File: src/rtl/hvpl_isqrt.sv
// Rounded integer square root of a 64-bit value, two bits of the input per step.
// Depends on nothing outside this file.
`timescale 1ns / 1ps

module hvpl_isqrt (
    input  logic        i_clk,
    input  logic        i_rst_n,
    input  logic        i_start,
    input  logic [63:0] i_n,
    output logic [32:0] o_root,
    output logic        o_done
);

    logic [63:0] r_rem, r_res;
    logic [4:0]  r_k;
    logic        r_busy, r_rnd, r_done;
    logic [32:0] r_root;
    logic [5:0]  w_sh;
    logic [63:0] w_bit, w_trial;
    logic        w_ge;

    always_comb begin
        w_sh    = 6'd62 - {r_k, 1'b0};
        w_bit   = 64'd1 << w_sh;
        w_trial = r_res + w_bit;
        w_ge    = r_rem >= w_trial;
    end

    always_ff @(posedge i_clk) begin
        if (!i_rst_n) begin
            r_busy <= 1'b0;
            r_rnd  <= 1'b0;
            r_done <= 1'b0;
        end else begin
            r_done <= 1'b0;
            if (i_start) begin
                r_busy <= 1'b1;
                r_k    <= '0;
                r_rem  <= i_n;
                r_res  <= '0;
            end else if (r_busy) begin
                if (w_ge) begin
                    r_rem <= r_rem - w_trial;
                    r_res <= (r_res >> 1) + w_bit;
                end else begin
                    r_res <= r_res >> 1;
                end
                r_k <= r_k + 5'd1;
                if (r_k == 5'd31) begin
                    r_busy <= 1'b0;
                    r_rnd  <= 1'b1;
                end
            end else if (r_rnd) begin
                // round to nearest: step up when the remainder exceeds the root
                r_rnd  <= 1'b0;
                r_done <= 1'b1;
                r_root <= r_res[32:0] + 33'(r_rem > r_res);
            end
        end
    end

    assign o_root = r_root;
    assign o_done = r_done;

endmodule

File: config.mk
export PLATFORM = sky130hd
export DESIGN_NAME = hvpl_isqrt
export DESIGN_NICKNAME = d
export VERILOG_FILES = /design/src/rtl/hvpl_isqrt.sv
export SDC_FILE = /design/constraint.sdc
export NUM_CORES = 1
export LEC_CHECK = 0
export ABC_AREA = 1
export ABC_CLOCK_PERIOD_IN_PS = 6270
export BUFFER_PORTS_ARGS = -buffer_cell sky130_fd_sc_hd__buf_4
export CORE_AREA = 2 2 256 258
export CTS_CLUSTER_SIZE = 30
export DETAILED_ROUTE_END_ITERATION = 8
export DIE_AREA = 0 0 258 260
export MAX_ROUTING_LAYER = met4
export PLACE_DENSITY = 0.52
export REMOVE_ABC_BUFFERS = 1
export SYNTH_ARGS = -nofsm -noshare
export SYNTH_HDL_FRONTEND = slang
export SYNTH_SLANG_ARGS = --single-unit
export TNS_END_PERCENT = 1
File: constraint.sdc
create_clock -name i_clk -period 6.27 [get_ports i_clk]
set_input_delay 1.5675 -clock i_clk [delete_from_list [all_inputs] [get_ports i_clk]]
set_output_delay 1.5675 -clock i_clk [all_outputs]
set_load 0.005 [all_outputs]
Yosys cells after proc, flatten, opt, wreduce, memory -nomap -nowiden
Cells that the tools add are included.
Operators by class
  shift operators: 1
  reduce and logical (&&, ||, !) cells: 7
  mux-type cells: 12
  $add $sub $neg: 6
  order comparisons: 2
  bitwise operators: 3
  eq/ne operators: 2
Operator list (count)
  $mux W64: 5
  $add A63 B64 Y64: 1
  $add A64 B64 Y64: 1
  $ge A64 B64 Y1: 1
  $gt A64 B64 Y1: 1
  $shl A1 B6 Y64 const A: 1
  $sub A64 B64 Y64: 1
  $add A33 B1 Y33: 1
  $mux W1: 6
  $sub A6 B6 Y6 const A: 1
  $add A5 B1 Y5 const B: 1
  $eq A5 B5 Y1 const B: 1
  $mux W5: 1
  $reduce_and A2 Y1: 2
  $reduce_and A4 Y1: 1
  $reduce_bool A2 Y1: 2
  $not A1 Y1: 3
  $reduce_and A3 Y1: 1
  $reduce_or A3 Y1: 1
  $ne A2 B1 Y1 const B: 1
Word-level totals
  register bits after elaboration: 169
  logic and storage cells: 40
  input port bits: 67
  output and inout port bits: 34

Depth between registers and ports, before layout
  depth after elaboration: 7
  depth in mapped cells: 31
  gate-level depth less buffers: 31

Worst setup path before layout
OpenSTA, ideal clock, no wires.
  path kind: in2reg
  start point: input port i_start
  end point: register r_rem[0] (enable)
  path slack: -526 ps
  arrival: 6378 ps
  setup time: 418 ps
  stages: 5
  buffers on the path: 1
  data required time: 5852 ps
  cell sequence: clkbuf_1 -> nor2_1 -> nor2_1 -> nand2_1 -> inv_1
Between the ends
  cells in the longest elaborated chain, start to end: 2
  elaborated cells on any way between the ends: 3
  those cells by class: reduce/logical: 3
Ends and longest elaborated chain
  start, declared: line 8  | input logic i_start,
  $reduce_bool A2 Y1 (no line)
  $reduce_and A3 Y1 (no line) *
  end signal, assigned: line 39  | r_rem <= i_n;
  end signal, assigned: line 43  | r_rem <= r_rem - w_trial;
  end, declared: line 14  | logic [63:0] r_rem, r_res;
Mark *: on every way between the ends. The rest lies on a longest branch, timed or not.
A chain may end at the register's enable or synchronous reset.

Worst setup path in the final report
  start point: register r_k[2]
  end point: register r_rem[56] (enable)
Between the ends
  cells in the longest elaborated chain, start to end: 6
Ends and longest elaborated chain
  start, declared: line 15  | logic [4:0] r_k;
  start signal, assigned: line 48  | r_k <= r_k + 5'd1;
  $sub A6 B6 Y6: line 23  | w_sh = 6'd62 - {r_k, 1'b0};
  $shl A1 B6 Y64: line 24  | w_bit = 64'd1 << w_sh;
  $add A64 B64 Y64: line 25  | w_trial = r_res + w_bit;
  $ge A64 B64 Y1: line 26  | w_ge = r_rem >= w_trial;
  $reduce_bool A2 Y1 (no line)
  $reduce_and A3 Y1 (no line)
Every way passes these cells.

==> flow_metrics.tcl <==
set metrics [dict create \
    met3_usage_pct 2.534 \
    slowest_stage "edfxtp_1" \
    place_congestion 1.036 \
    critPathCapture "r_rem[56]" \
    synth.distinct_cells 60 \
    drive_gt1_share_pct 8.226 \
    cap_viol_max_count 0 \
    netlist_instances 3611 \
    synth_edf_count 166 \
    cts_root_buf "clkbuf_16" \
    post-route-min-period_ps 5857 \
    numClockSinks 169 \
    cts.clk_slew.worst_paths_ps 80 \
    wl_mm 97.14 \
    hp-class "reg -> reg" \
    cp-start-kind "register" \
    swShare_pct 43.26 \
    diodes 0 \
    die_w_um 258 \
    yosys_warnings 0 \
    cp_top_family "simple AND/OR/NAND/NOR gates" \
    grt_util_met2_pct 48.07 \
    startpoint "r_k[2]" \
    p_seq_share_pct 34.4 \
    tightest_slew_ps 965.9 \
    hpwlAfterDp_mm 82.91 \
    nets 3986 \
    multi_input_area_um2 15040 \
    fin_ws_ps 412.9 \
    fillerInstances 7131 \
    r2r_start "r_k[2]" \
    dpl-instance-area_um2 24240 \
    critPathArrivalTime_ps 6040 \
    p_int_mw 2.482 \
    groute.usage.overall_pct 29.67 \
    worst_ep_required_time_ps 6460 \
    clkPwrFrac_pct 26.7 \
    routedWlPerCell_um 21.18 \
    dp_slack_ps 463.7 \
    holdBufCountCts 0 \
    htreeDepth 4 \
    grt_first_pass_wirelength_mm 142.8 \
    finClkSkew_ps 22.98 \
    vdd_drop_max_mv 0.2340 \
    hold_violations 0 \
    grt.met1_usage_pct 37.74 \
    setup-violations-final 0 \
    die-area_um2 67080 \
    fmax_mhz 170.7 \
    drc 0 \
    regToRegEndpoint "r_rem[56]" \
    cts_tree "done" \
    initial_core_util_pct 34.90 \
    slew_violations 0 \
    overflow 0 \
    critical-path-max-stage-delay_ps 520 \
    grt_max_degree 47 \
    drt_iter0_drc 1867 \
    critical_path_class "reg -> reg" \
    synth_ff_type "edfxtp_1" \
    status "complete, no violations" \
    num_io_pins 101 \
    end_kind "register" \
    num_rows 93 \
    switching_power_mw 1.892 \
    seq_area_um2 5045 \
    firstDrtPassIters 7 \
    power.density_nw_per_um2 175.9 \
    yosysSeqAreaShare_pct 22.54 \
    p_comb_share_pct 38.9 \
    syn2layout_area_growth_pct 11.13 \
    grt_pass1_vias 23640 \
    fin_crit_sh_pct 93.41 \
    rrSetupSlack_ps 410 \
    min_from "r_rnd" \
    rsz0062_at_grt "no" \
    clock_path_buffers 2 \
    dieHeight_um 260 \
    synthArstFlopShare_pct 0 \
    ys_ff_latch 169 \
    cp_max_fo 39 \
    ant_nets 0 \
    io_buffers 100 \
    cts_buffers 17 \
    r2r_cells 28 \
    slew_headroom_pct 35.45 \
    busiest_layer "met2" \
    path_depth 28 \
    antenna_found_initial 0 \
    vias 24210 \
    clk_latency_ps 520 \
    stdcell_area_um2 24870 \
    core_area_um2 64120 \
    critical_path_buf_inv_count 5 \
    synth_area_um2 22380 \
    routed_via_density 5.278 \
    p_leak_nw 11.00 \
    cp_common_cell "nand2_1" \
    syn_area_per_cell_um2 6.197 \
]
## stage by stage
| step | setup TNS [ps] | total power [mW] | util (%) | instances | hold WS, ps |
|---|---|---|---|---|---|
| final | 0 | 4.374 | 38.79 | 4587 | 515.2 |
| after global routing | 0 | 4.626 | 38.79 | 4587 | 541.0 |
| after CTS | 0 | 4.362 | 38.73 | 4583 | 513.2 |
| after detailed placement | 0 | 3.192 | 37.81 | 4551 | 493.5 |
| after global placement | 0 | 3.196 | 37.81 | 4551 | 481.0 |
| after floorplan | -15410 | 2.573 | - | 3560 | 439.9 |
## synthesized netlist by cell type (10+ instances only)
cell type | number | area share (%)
a21boi_0 | 14 | 0.47
o21ai_0 | 189 | 4.2
a21oi_1 | 218 | 4.9
o21a_1 | 14 | 0.47
nand3_1 | 231 | 5.2
nor2_1 | 487 | 8.2
edfxtp_1 | 166 | 22
inv_1 | 532 | 8.9
nand4_1 | 49 | 1.4
nand3_2 | 10 | 0.45
nor2_2 | 11 | 0.31
buf_2 | 18 | 0.40
xor2_1 | 62 | 2.4
or2_2 | 22 | 0.61
nor3_1 | 71 | 1.6
xnor2_1 | 24 | 0.94
o21ai_1 | 15 | 0.34
nor4_1 | 14 | 0.39
nand2_1 | 1025 | 17
o21bai_1 | 24 | 0.81
a21o_1 | 17 | 0.57
nand3b_1 | 24 | 0.81
nand2_2 | 30 | 0.84
ha_1 | 199 | 11
clkbuf_1 | 17 | 0.29
a21oi_2 | 16 | 0.63
## worst min-delay path, cell delays in order (launching register included)
cell and delay [ps]:
dfxtp_1 340, a21oi_1 50, nor2_1 100
## cells by family after synthesis
logic type / share of synthesized area, %
AO/OA/AOI/OAI: 13.85
XOR/XNOR: 3.366
buffers and inverters: 10.35
flip-flops: 22.54
AND/OR/NAND/NOR: 38.67
adder cells (fa/ha/maj): 11.22
## metal layers
metal  share of wire, %  vias up  wire length [µm]
met1                 44    11210             43020
li1                   -    12020                 -
met4                4.7        0              4555
met3                4.9      185              4713
met5                  0        -                 0
met2                 46      787             44850
## flip-flops by register name (all words and copies together) (netlist names)
signal and flops:
r_k 5, r_rem 64, o_done 1, r_res 64
o_root 33, r_busy 1, r_rnd 1
## power groups by stage
| stage | Clock, mW | Sequential [mW] | Combinational (mW) |
|---|---|---|---|
| after global routing | 1.22 | 1.51 | 1.90 |
| after global placement | 0 | 1.53 | 1.67 |
| after floorplan | 0 | 1.46 | 1.11 |
| final | 1.17 | 1.51 | 1.70 |
| after CTS | 1.19 | 1.50 | 1.68 |
| after detailed placement | 0 | 1.52 | 1.67 |
## cell type report
type	instances	area share, %
clock buffer	18	1.726
clock inverter	14	0.6339
inverter	542	8.211
multi-input combinational	2849	60.46
sequential	169	20.29
tap	855	4.302
timing repair buffer	140	4.377
## what timing repair did
action / CTS / global route
buffers inserted: 0 / 4
endpoints found under the hold margin: 0 / 0
endpoints found under the setup margin: 0 / 64
gates resized for setup: 0 / 2
## worst min path at each step
stage          endpoint  slack (ps)  depth (start not counted)
6_report          r_rnd         520                          2
5_1_grt           r_rnd         540                          2
4_1_cts           r_rnd         510                          2
3_5_place_dp      r_rnd         490                          2
3_3_place_gp      r_rnd         480                          2
2_1_floorplan    o_done         440                          2
## cell usage in the layout, fill, tap and decap left out, drive strengths merged, types with 3 or more instances in the layout
master,n
xnor2,24
and2,4
a21o,17
a21oi,234
dfxtp,3
o211ai,3
o21ai,208
and3,4
nor4,14
clkbuf,18
nand3b,25
edfxtp,166
buf,140
o21a,14
o21bai,25
or2,22
clkinv,6
nor3,79
nand3,241
a21boi,15
o22ai,6
a31oi,8
o31ai,6
ha,199
a211oi,7
nand2,1064
xor2,62
inv,548
nor2,507
nand4,50
No activity file was read; power rests on OpenSTA's default activity.
