==> src/rtl/hvpl_pkg.sv <==
// Types, constants and the arctangent table of the haversine path length block.
// Used by hvpl_cordic and haversine_path_length; depends on nothing.
`timescale 1ns / 1ps

package hvpl_pkg;

    localparam int CW = 36;   // CORDIC datapath width
    localparam int MW = 35;   // multiplier operand width

    typedef logic signed [CW-1:0] t_cval;
    typedef logic signed [MW-1:0] t_mop;

    typedef struct packed {
        logic start;
        logic vector_mode;    // 1: vectoring (atan2), 0: rotation (sine, cosine)
    } t_cordic_ctl;

    localparam t_cval GAIN_Q30   = 36'sd652032874;
    localparam t_mop  RAD_SCALE  = 35'sd2012227627;
    localparam t_mop  EARTH_R_CM = 35'sd637100000;

    // Full, half and quarter turn in 0.5e-7 degree (half angles) and 1e-7 degree.
    localparam t_cval TURN_HALF_ANG  = 36'sd7200000000;
    localparam t_cval HTURN_HALF_ANG = 36'sd3600000000;
    localparam t_cval QTURN_HALF_ANG = 36'sd1800000000;
    localparam t_cval TURN_FULL_ANG  = 36'sd3600000000;
    localparam t_cval HTURN_FULL_ANG = 36'sd1800000000;
    localparam t_cval QTURN_FULL_ANG = 36'sd900000000;

    localparam logic [60:0] ONE_Q60   = 61'd1 << 60;
    localparam logic [47:0] TOTAL_MAX = 48'hFFFF_FFFF_FFFF;
    localparam logic [31:0] SEG_MAX   = 32'hFFFF_FFFF;

    // Truncated atan(2^-i) in Q2.30.
    function automatic t_cval atan_q30(input logic [5:0] i);
        t_cval v;
        v = '0;
        unique case (i)
            6'd0: v = 36'sd843314856;
            6'd1: v = 36'sd497837829;
            6'd2: v = 36'sd263043836;
            6'd3: v = 36'sd133525158;
            6'd4: v = 36'sd67021686;
            6'd5: v = 36'sd33543515;
            6'd6: v = 36'sd16775850;
            6'd7: v = 36'sd8388437;
            6'd8: v = 36'sd4194282;
            6'd9: v = 36'sd2097149;
            default: begin
                if (i < 6'd30) begin
                    v = (t_cval'(1) <<< (6'd30 - i)) - t_cval'(1);
                end else begin
                    v = '0;
                end
            end
        endcase
        return v;
    endfunction

endpackage

==> src/rtl/hvpl_cordic.sv <==
// Shared CORDIC engine: rotation mode for sine and cosine, vectoring for atan2.
// Depends on hvpl_pkg.
`timescale 1ns / 1ps

module hvpl_cordic #(
    parameter int CORDIC_STEPS = 32
) (
    input  logic                 i_clk,
    input  logic                 i_rst_n,
    input  hvpl_pkg::t_cordic_ctl i_ctl,
    input  hvpl_pkg::t_cval      i_x,
    input  hvpl_pkg::t_cval      i_y,
    input  hvpl_pkg::t_cval      i_z,
    output hvpl_pkg::t_cval      o_x,
    output hvpl_pkg::t_cval      o_y,
    output hvpl_pkg::t_cval      o_z,
    output logic                 o_done
);

    localparam int IW = $clog2(CORDIC_STEPS);

    hvpl_pkg::t_cval r_x, r_y, r_z;
    hvpl_pkg::t_cval n_x, n_y, n_z;
    hvpl_pkg::t_cval w_sx, w_sy, w_at;
    logic [IW-1:0]   r_i;
    logic            r_busy, r_done, r_mode;

    always_comb begin
        w_sx = r_x >>> r_i;
        w_sy = r_y >>> r_i;
        w_at = hvpl_pkg::atan_q30(6'(r_i));
        if (r_mode ? !r_y[hvpl_pkg::CW-1] : r_z[hvpl_pkg::CW-1]) begin
            n_x = r_x + w_sy;
            n_y = r_y - w_sx;
            n_z = r_z + w_at;
        end else begin
            n_x = r_x - w_sy;
            n_y = r_y + w_sx;
            n_z = r_z - w_at;
        end
    end

    always_ff @(posedge i_clk) begin
        if (!i_rst_n) begin
            r_busy <= 1'b0;
            r_done <= 1'b0;
        end else begin
            r_done <= 1'b0;
            if (i_ctl.start) begin
                r_busy <= 1'b1;
                r_i    <= '0;
                r_mode <= i_ctl.vector_mode;
                r_x    <= i_x;
                r_y    <= i_y;
                r_z    <= i_z;
            end else if (r_busy) begin
                r_x <= n_x;
                r_y <= n_y;
                r_z <= n_z;
                r_i <= r_i + 1'b1;
                if (r_i == IW'(CORDIC_STEPS - 1)) begin
                    r_busy <= 1'b0;
                    r_done <= 1'b1;
                end
            end
        end
    end

    assign o_x    = r_x;
    assign o_y    = r_y;
    assign o_z    = r_z;
    assign o_done = r_done;

endmodule

==> config.mk <==
export PLATFORM = sky130hd
export DESIGN_NAME = hvpl_cordic
export DESIGN_NICKNAME = d
export VERILOG_FILES = /design/src/rtl/hvpl_pkg.sv /design/src/rtl/hvpl_cordic.sv
export SDC_FILE = /design/constraint.sdc
export NUM_CORES = 1
export LEC_CHECK = 0
export BUFFER_PORTS_ARGS = -buffer_cell sky130_fd_sc_hd__buf_2
export CORE_MARGIN = 5
export CORE_UTILIZATION = 40
export CTS_CLUSTER_SIZE = 10
export DETAILED_ROUTE_END_ITERATION = 16
export PLACE_DENSITY = 0.69
export SETUP_SLACK_MARGIN = 0.05
export SLEW_MARGIN = 20
export SYNTH_ARGS = -nofsm -noshare
export SYNTH_HDL_FRONTEND = slang
export SYNTH_SLANG_ARGS = --single-unit
==> constraint.sdc <==
create_clock -name i_clk -period 9 [get_ports i_clk]
set_clock_uncertainty 0.2 [all_clocks]
set_input_delay 0 -clock i_clk [delete_from_list [all_inputs] [get_ports i_clk]]
set_output_delay 0 -clock i_clk [all_outputs]
set_load 0.03 [all_outputs]
## Word level (Yosys, flattened, before mapping)

Index checks and enable logic that the tools add are counted.

| word-level totals | value |
|---|---|
| flip-flop bits (word level) | 116 |
| word-level logic and storage cells | 55 |

| operators by class | value |
|---|---|
| $add $sub $neg | 9 |
| magnitude comparators | 1 |
| equality and inequality tests | 10 |
| shift-type cells | 3 |
| mux-type cells | 17 |
| bitwise operators | 2 |
| reductions and logical operators | 6 |

Operators with widths:

| kind | count |
|---|---|
| $mux W36 | 10 |
| $pmux W36 S10 | 1 |
| $add A36 B36 Y36 | 3 |
| $sub A36 B36 Y36 | 3 |
| $sshr A36 B5 Y36 | 2 |
| $sshl A2 B6 Y36 const A | 1 |
| $sub A36 B2 Y36 const B | 1 |
| $eq A5 B3 Y1 const B | 4 |
| $eq A5 B2 Y1 const B | 2 |
| $eq A5 B4 Y1 const B | 2 |
| $sub A5 B5 Y6 const A | 1 |
| $add A5 B1 Y5 const B | 1 |
| $eq A5 B1 Y1 const B | 1 |
| $eq A5 B5 Y1 const B | 1 |
| $logic_not A5 Y1 | 1 |
| $lt A5 B5 Y1 const B | 1 |
| $mux W1 | 5 |
| $mux W5 | 1 |
| $reduce_and A2 Y1 | 2 |
| $reduce_or A3 Y1 | 1 |
| $not A1 Y1 | 2 |
| $reduce_bool A2 Y1 | 1 |
| $logic_not A1 Y1 | 1 |

## Logic depth before layout (Yosys ltp)

| depth | value |
|---|---|
| depth in word-level cells | 9 |
| mapped depth | 30 |
| depth with buffers taken out | 23 |

## Least setup slack after synthesis

No wires, ideal clock.

| timing path | value |
|---|---|
| path type | reg2reg |
| start point | register r_i[1] |
| end point | register r_z[24], in the netlist o_z[24] (data pin) |
| library setup time | 264 ps |
| data arrival time | 6289 ps |
| path slack | 2248 ps |
| cell stages (with the launch flop) | 29 |
| period minus slack after synthesis | 6752 ps |
| cells stage by stage | edfxtp_1 buf_2 inv_1 buf_2 buf_2 clkbuf_1 ha_1 clkbuf_1 clkbuf_1 nand2_1 ha_1 nor3_1 a211oi_1 ha_1 a31o_2 clkbuf_1 buf_2 xor2_1 ha_1 o21ai_0 nor2_1 o311ai_0 nand2_1 a311oi_1 o21ai_0 a21o_1 a21oi_1 nand3b_1 nand3_1 |

| between the ends | value |
|---|---|
| word-level cells in the longest chain between the ends | 9 |
| elaborated cells on any way between the ends | 21 |
| classes of those cells | add/sub (4); order compare (1); eq/ne (9); shift (1); mux (5); reduce/logical (1) |

Ends and longest elaborated chain:

| what | RTL line | text |
|---|---|---|
| start: declaration | hvpl_cordic.sv:25 | `logic [IW-1:0] r_i;` |
| start signal: assignment | hvpl_cordic.sv:60 | `r_i <= r_i + 1'b1;` |
| $sub A5 B5 Y6 | hvpl_pkg.sv:51 | `v = (t_cval'(1) <<< (6'd30 - i)) - t_cval'(1);` |
| $sshl A2 B6 Y36 | hvpl_pkg.sv:51 |  |
| $sub A36 B2 Y36 | hvpl_pkg.sv:51 |  |
| $mux W36 | hvpl_pkg.sv:50 | `if (i < 6'd30) begin` |
| $pmux W36 S10 * | hvpl_pkg.sv:38 | `unique case (i)` |
| $sub A36 B36 Y36 or $add A36 B36 Y36 (tied branches) | hvpl_cordic.sv:39, hvpl_cordic.sv:35 |  |
| $mux W36 * | hvpl_cordic.sv:32 | `if (r_mode ? !r_y[hvpl_pkg::CW-1] : r_z[hvpl_pkg::CW-1]) begin` |
| $mux W36 * | hvpl_cordic.sv:56 | `end else if (r_busy) begin` |
| $mux W36 * | hvpl_cordic.sv:49 | `if (i_ctl.start) begin` |
| end signal: assignment | hvpl_cordic.sv:55 | `r_z <= i_z;` |
| end signal: assignment | hvpl_cordic.sv:59 | `r_z <= n_z;` |
| end: declaration | hvpl_cordic.sv:22 | `hvpl_pkg::t_cval r_x, r_y, r_z;` |

Mark *: on every way between the ends. The rest lies on a longest branch, timed or not. The select of a mux whose other input is x is not followed.
A chain may end at the register's enable or synchronous reset.

## Worst setup path after layout

| timing path | value |
|---|---|
| start point | register r_i[2] |
| end point | register r_z[33], in the netlist o_z[33] (data pin) |

The elaborated chain is that of the path after synthesis.

==> out/qor.yml <==
logic_synthesis:
  yosysMostFrequentCell: "nand2_1"
  ys.flop_type: "edfxtp_1"
  yosys.area.top_type: "edfxtp_1"
  netlist.area_leader.share_pct: 18.65
  ys_seq_elements: 116
  synth_area_leaders: "edfxtp_1, mux4_2, ha_1, o21ai_0, xnor2_1"
  synth-seq-area-share_pct: 18.86
  synth_warnings: 0
  syn_nets: 2413
  syn_avg_cell_area_um2: 8.414
  synthesis.area_um2: 18360
  syn_inst: 2182
  synthArstFlopShare_pct: 0
  ys_top_cells_by_count: "nand2_1, o21ai_0, a21oi_1"
  ys_types: 95
  synth_edf_count: 114
sta:
  worst_pin_slew_ns: 1.175
  period_minus_slack_ns: 8.342
  setup_viol: 0
  hold_viol_final: 0
  timing.final.ws_setup_ns: 0.6580
  clock.fmax_mhz: 119.9
  grt_setup_unrepaired: "false"
  finalCritPeriodShare_pct: 92.69
  final.setup.tns_ns: 0
  maxSlewViolCount: 0
  relSlewSlack_pct: 21.39
  hold_ws_ns: 0.1226
place:
  place_ws_ns: 1.040
  gp_congestion: 0.9933
  post_dp_cell_area_um2: 19950
  dp.cells: 2912
  portBuffers: 220
  dpl.hpwl_um: 58210
layout:
  drive_gt1_share_pct: 18.83
  antenna_cells: 0
  fin_area_um2: 22150
  area_delta_synth_final_pct: 20.66
  fin_cells: 3101
  post-route-util_pct: 48.81
  fin_nets: 2720
power_and_ir_drop:
  p_sw_mw: 3.760
  vdd_drop_max_v: 0.0002032
  leakage_nw: 8.991
  internal-power_mw: 3.614
  power_mw: 7.373
  power_frac_seq_pct: 16.4
  cellPowerDensity_nw_per_um2: 332.9
  combPwrFrac_pct: 73.4
  clock_power_share_pct: 10.2
  sw_frac_of_total_pct: 50.99
critical_path:
  cp.arrival_ns: 8.50
  reg2reg_slack_ns: 0.66
  worstPathMaxFanout: 30
  crit_path_start_kind: "flip-flop"
  end_kind: "flip-flop"
  path_class: "flip-flop to flip-flop"
  cp.required_ns: 9.16
  rr_startpoint: "r_i[2]$_SDFFCE_PP0P_"
  startpoint: "r_i[2]$_SDFFCE_PP0P_"
floorplan:
  core_um2: 45380
  start_util_pct: 40.45
  die_h_um: 224.2
  fp.dieW_um: 224.2
  ios: 221
  placementRows: 78
  dieArea_um2: 50280
cts:
  cts.clk_slew.worst_paths_ns: 0.06
  clockRootBuffer: "clkbuf_16"
  cts_tree: "built"
  cts_buffer_depth: 2
  cts_setup_buffers: 0
  cts_num_sinks: 116
  insertion_delay_ns: 0.49
  cts_made_buffers: 17
  htree_num_levels: 4
drt:
  ant_nets: 0
  vias_per_cell: 6.384
  wl_um: 77620
  first_iter_violations: 2184
  wl_per_cell_um: 25.03
  drc: 0
  first_pass_iters: 7
  vias: 19800
min_path:
  hp-start: "i_z[18]"
  worst_hold_path_type: "primary input to flip-flop"
grt:
  grt_pass1_vias: 19440
  grt_max_degree: 99
  grt_pass1_wl_um: 116800
  antenna_found_initial: 0
  grt.overflow.total: 0
  grtUsageTotal_pct: 29.78
status:
  status: "complete, no violations"
job:
  cap_violations: 0
logic make-up (layout without fill, tap and decap cells):
group / after synthesis / in the layout / synth area share [%]
compound gates: 717 / 717 / 25.23
xor+xnor: 192 / 192 / 9.241
fa+ha+maj: 119 / 119 / 8.233
buf+inv: 181 / 500 / 4.430
flops: 116 / 116 / 18.86
mux: 214 / 214 / 17.31
simple gates: 643 / 643 / 16.69
state kept, by name, summed over array words and instances, names as in the netlist:
register  count
o_done        1
o_x          36
o_y          36
o_z          36
r_busy        1
r_i           5
r_mode        1
layer usage:
layer	GRT usage [%]	routed length, um	up-vias
li1	-	-	8938
met1	37.11	30380	9541
met2	49.98	36800	1099
met3	5.769	6622	219
met4	13.91	3817	0
met5	0	0	-
area by class of cell:
class | count | area, um^2
multi-input cells | 1885 | 14100
flip-flops and latches | 116 | 3463
clock buffers | 18 | 429.2
inverters | 49 | 183.9
repair buffers | 420 | 3032
fillers | 4351 | 23230
well taps | 600 | 750.7
clock inverters | 13 | 188.9
what timing repair did:
item,in CTS,in global routing
endpoints found under the hold margin,151,0
hold buffers,156,0
resized for setup,0,0
cell usage in the layout, fill, tap and decap left out, types with 23 or more instances in the layout:
cell and count:
nor3_1 47, a211oi_1 35, nand3_1 39, mux2i_1 73
o21ai_0 199, buf_2 219, nor2_1 150, a21oi_1 153
buf_4 40, edfxtp_1 114, a21o_1 56, inv_1 47
xnor2_1 106, xor2_1 85, a221oi_1 23, dlygate4sd3_1 156
ha_1 116, o22ai_1 26, nand2b_1 27, mux4_2 76
nand2_1 241, a31oi_1 28, mux2_2 62, nor2b_1 24
final timing paths:
kind	to	depth (start not counted)
min reg2reg	o_done$_SDFF_PP0_	1
min	o_z[18]$_DFFE_PP_	4
max	o_z[33]$_DFFE_PP_	20
max reg2reg	o_z[33]$_DFFE_PP_	20
worst max-delay path, stage by stage (launching register included):
cell and delay, ns:
edfxtp_1 1.09, nor2b_1 0.69, o21ai_0 0.32, a31oi_1 0.60, nor2_1 0.11, buf_4 0.23, a32oi_1 0.41, a41o_1 0.87
xor2_1 0.19, ha_1 0.28, a211oi_1 0.34, o21ai_0 0.17, a21oi_1 0.15, o31ai_1 0.16, o21ai_0 0.49, o21ai_0 0.28
o211a_1 0.31, o31a_1 0.31, o21a_1 0.18, o31ai_1 0.24, dlygate4sd3_1 0.59
power groups by stage:
stage / Clock, mW / Sequential [mW] / Combinational (mW)
2_1_floorplan: 0 / 1.28 / 3.69
3_3_place_gp: 0 / 1.21 / 5.01
3_5_place_dp: 0 / 1.21 / 5.13
4_1_cts: 0.776 / 1.20 / 5.31
5_1_grt: 0.788 / 1.21 / 5.89
6_report: 0.751 / 1.21 / 5.41
No activity file was read; power rests on OpenSTA's default activity.
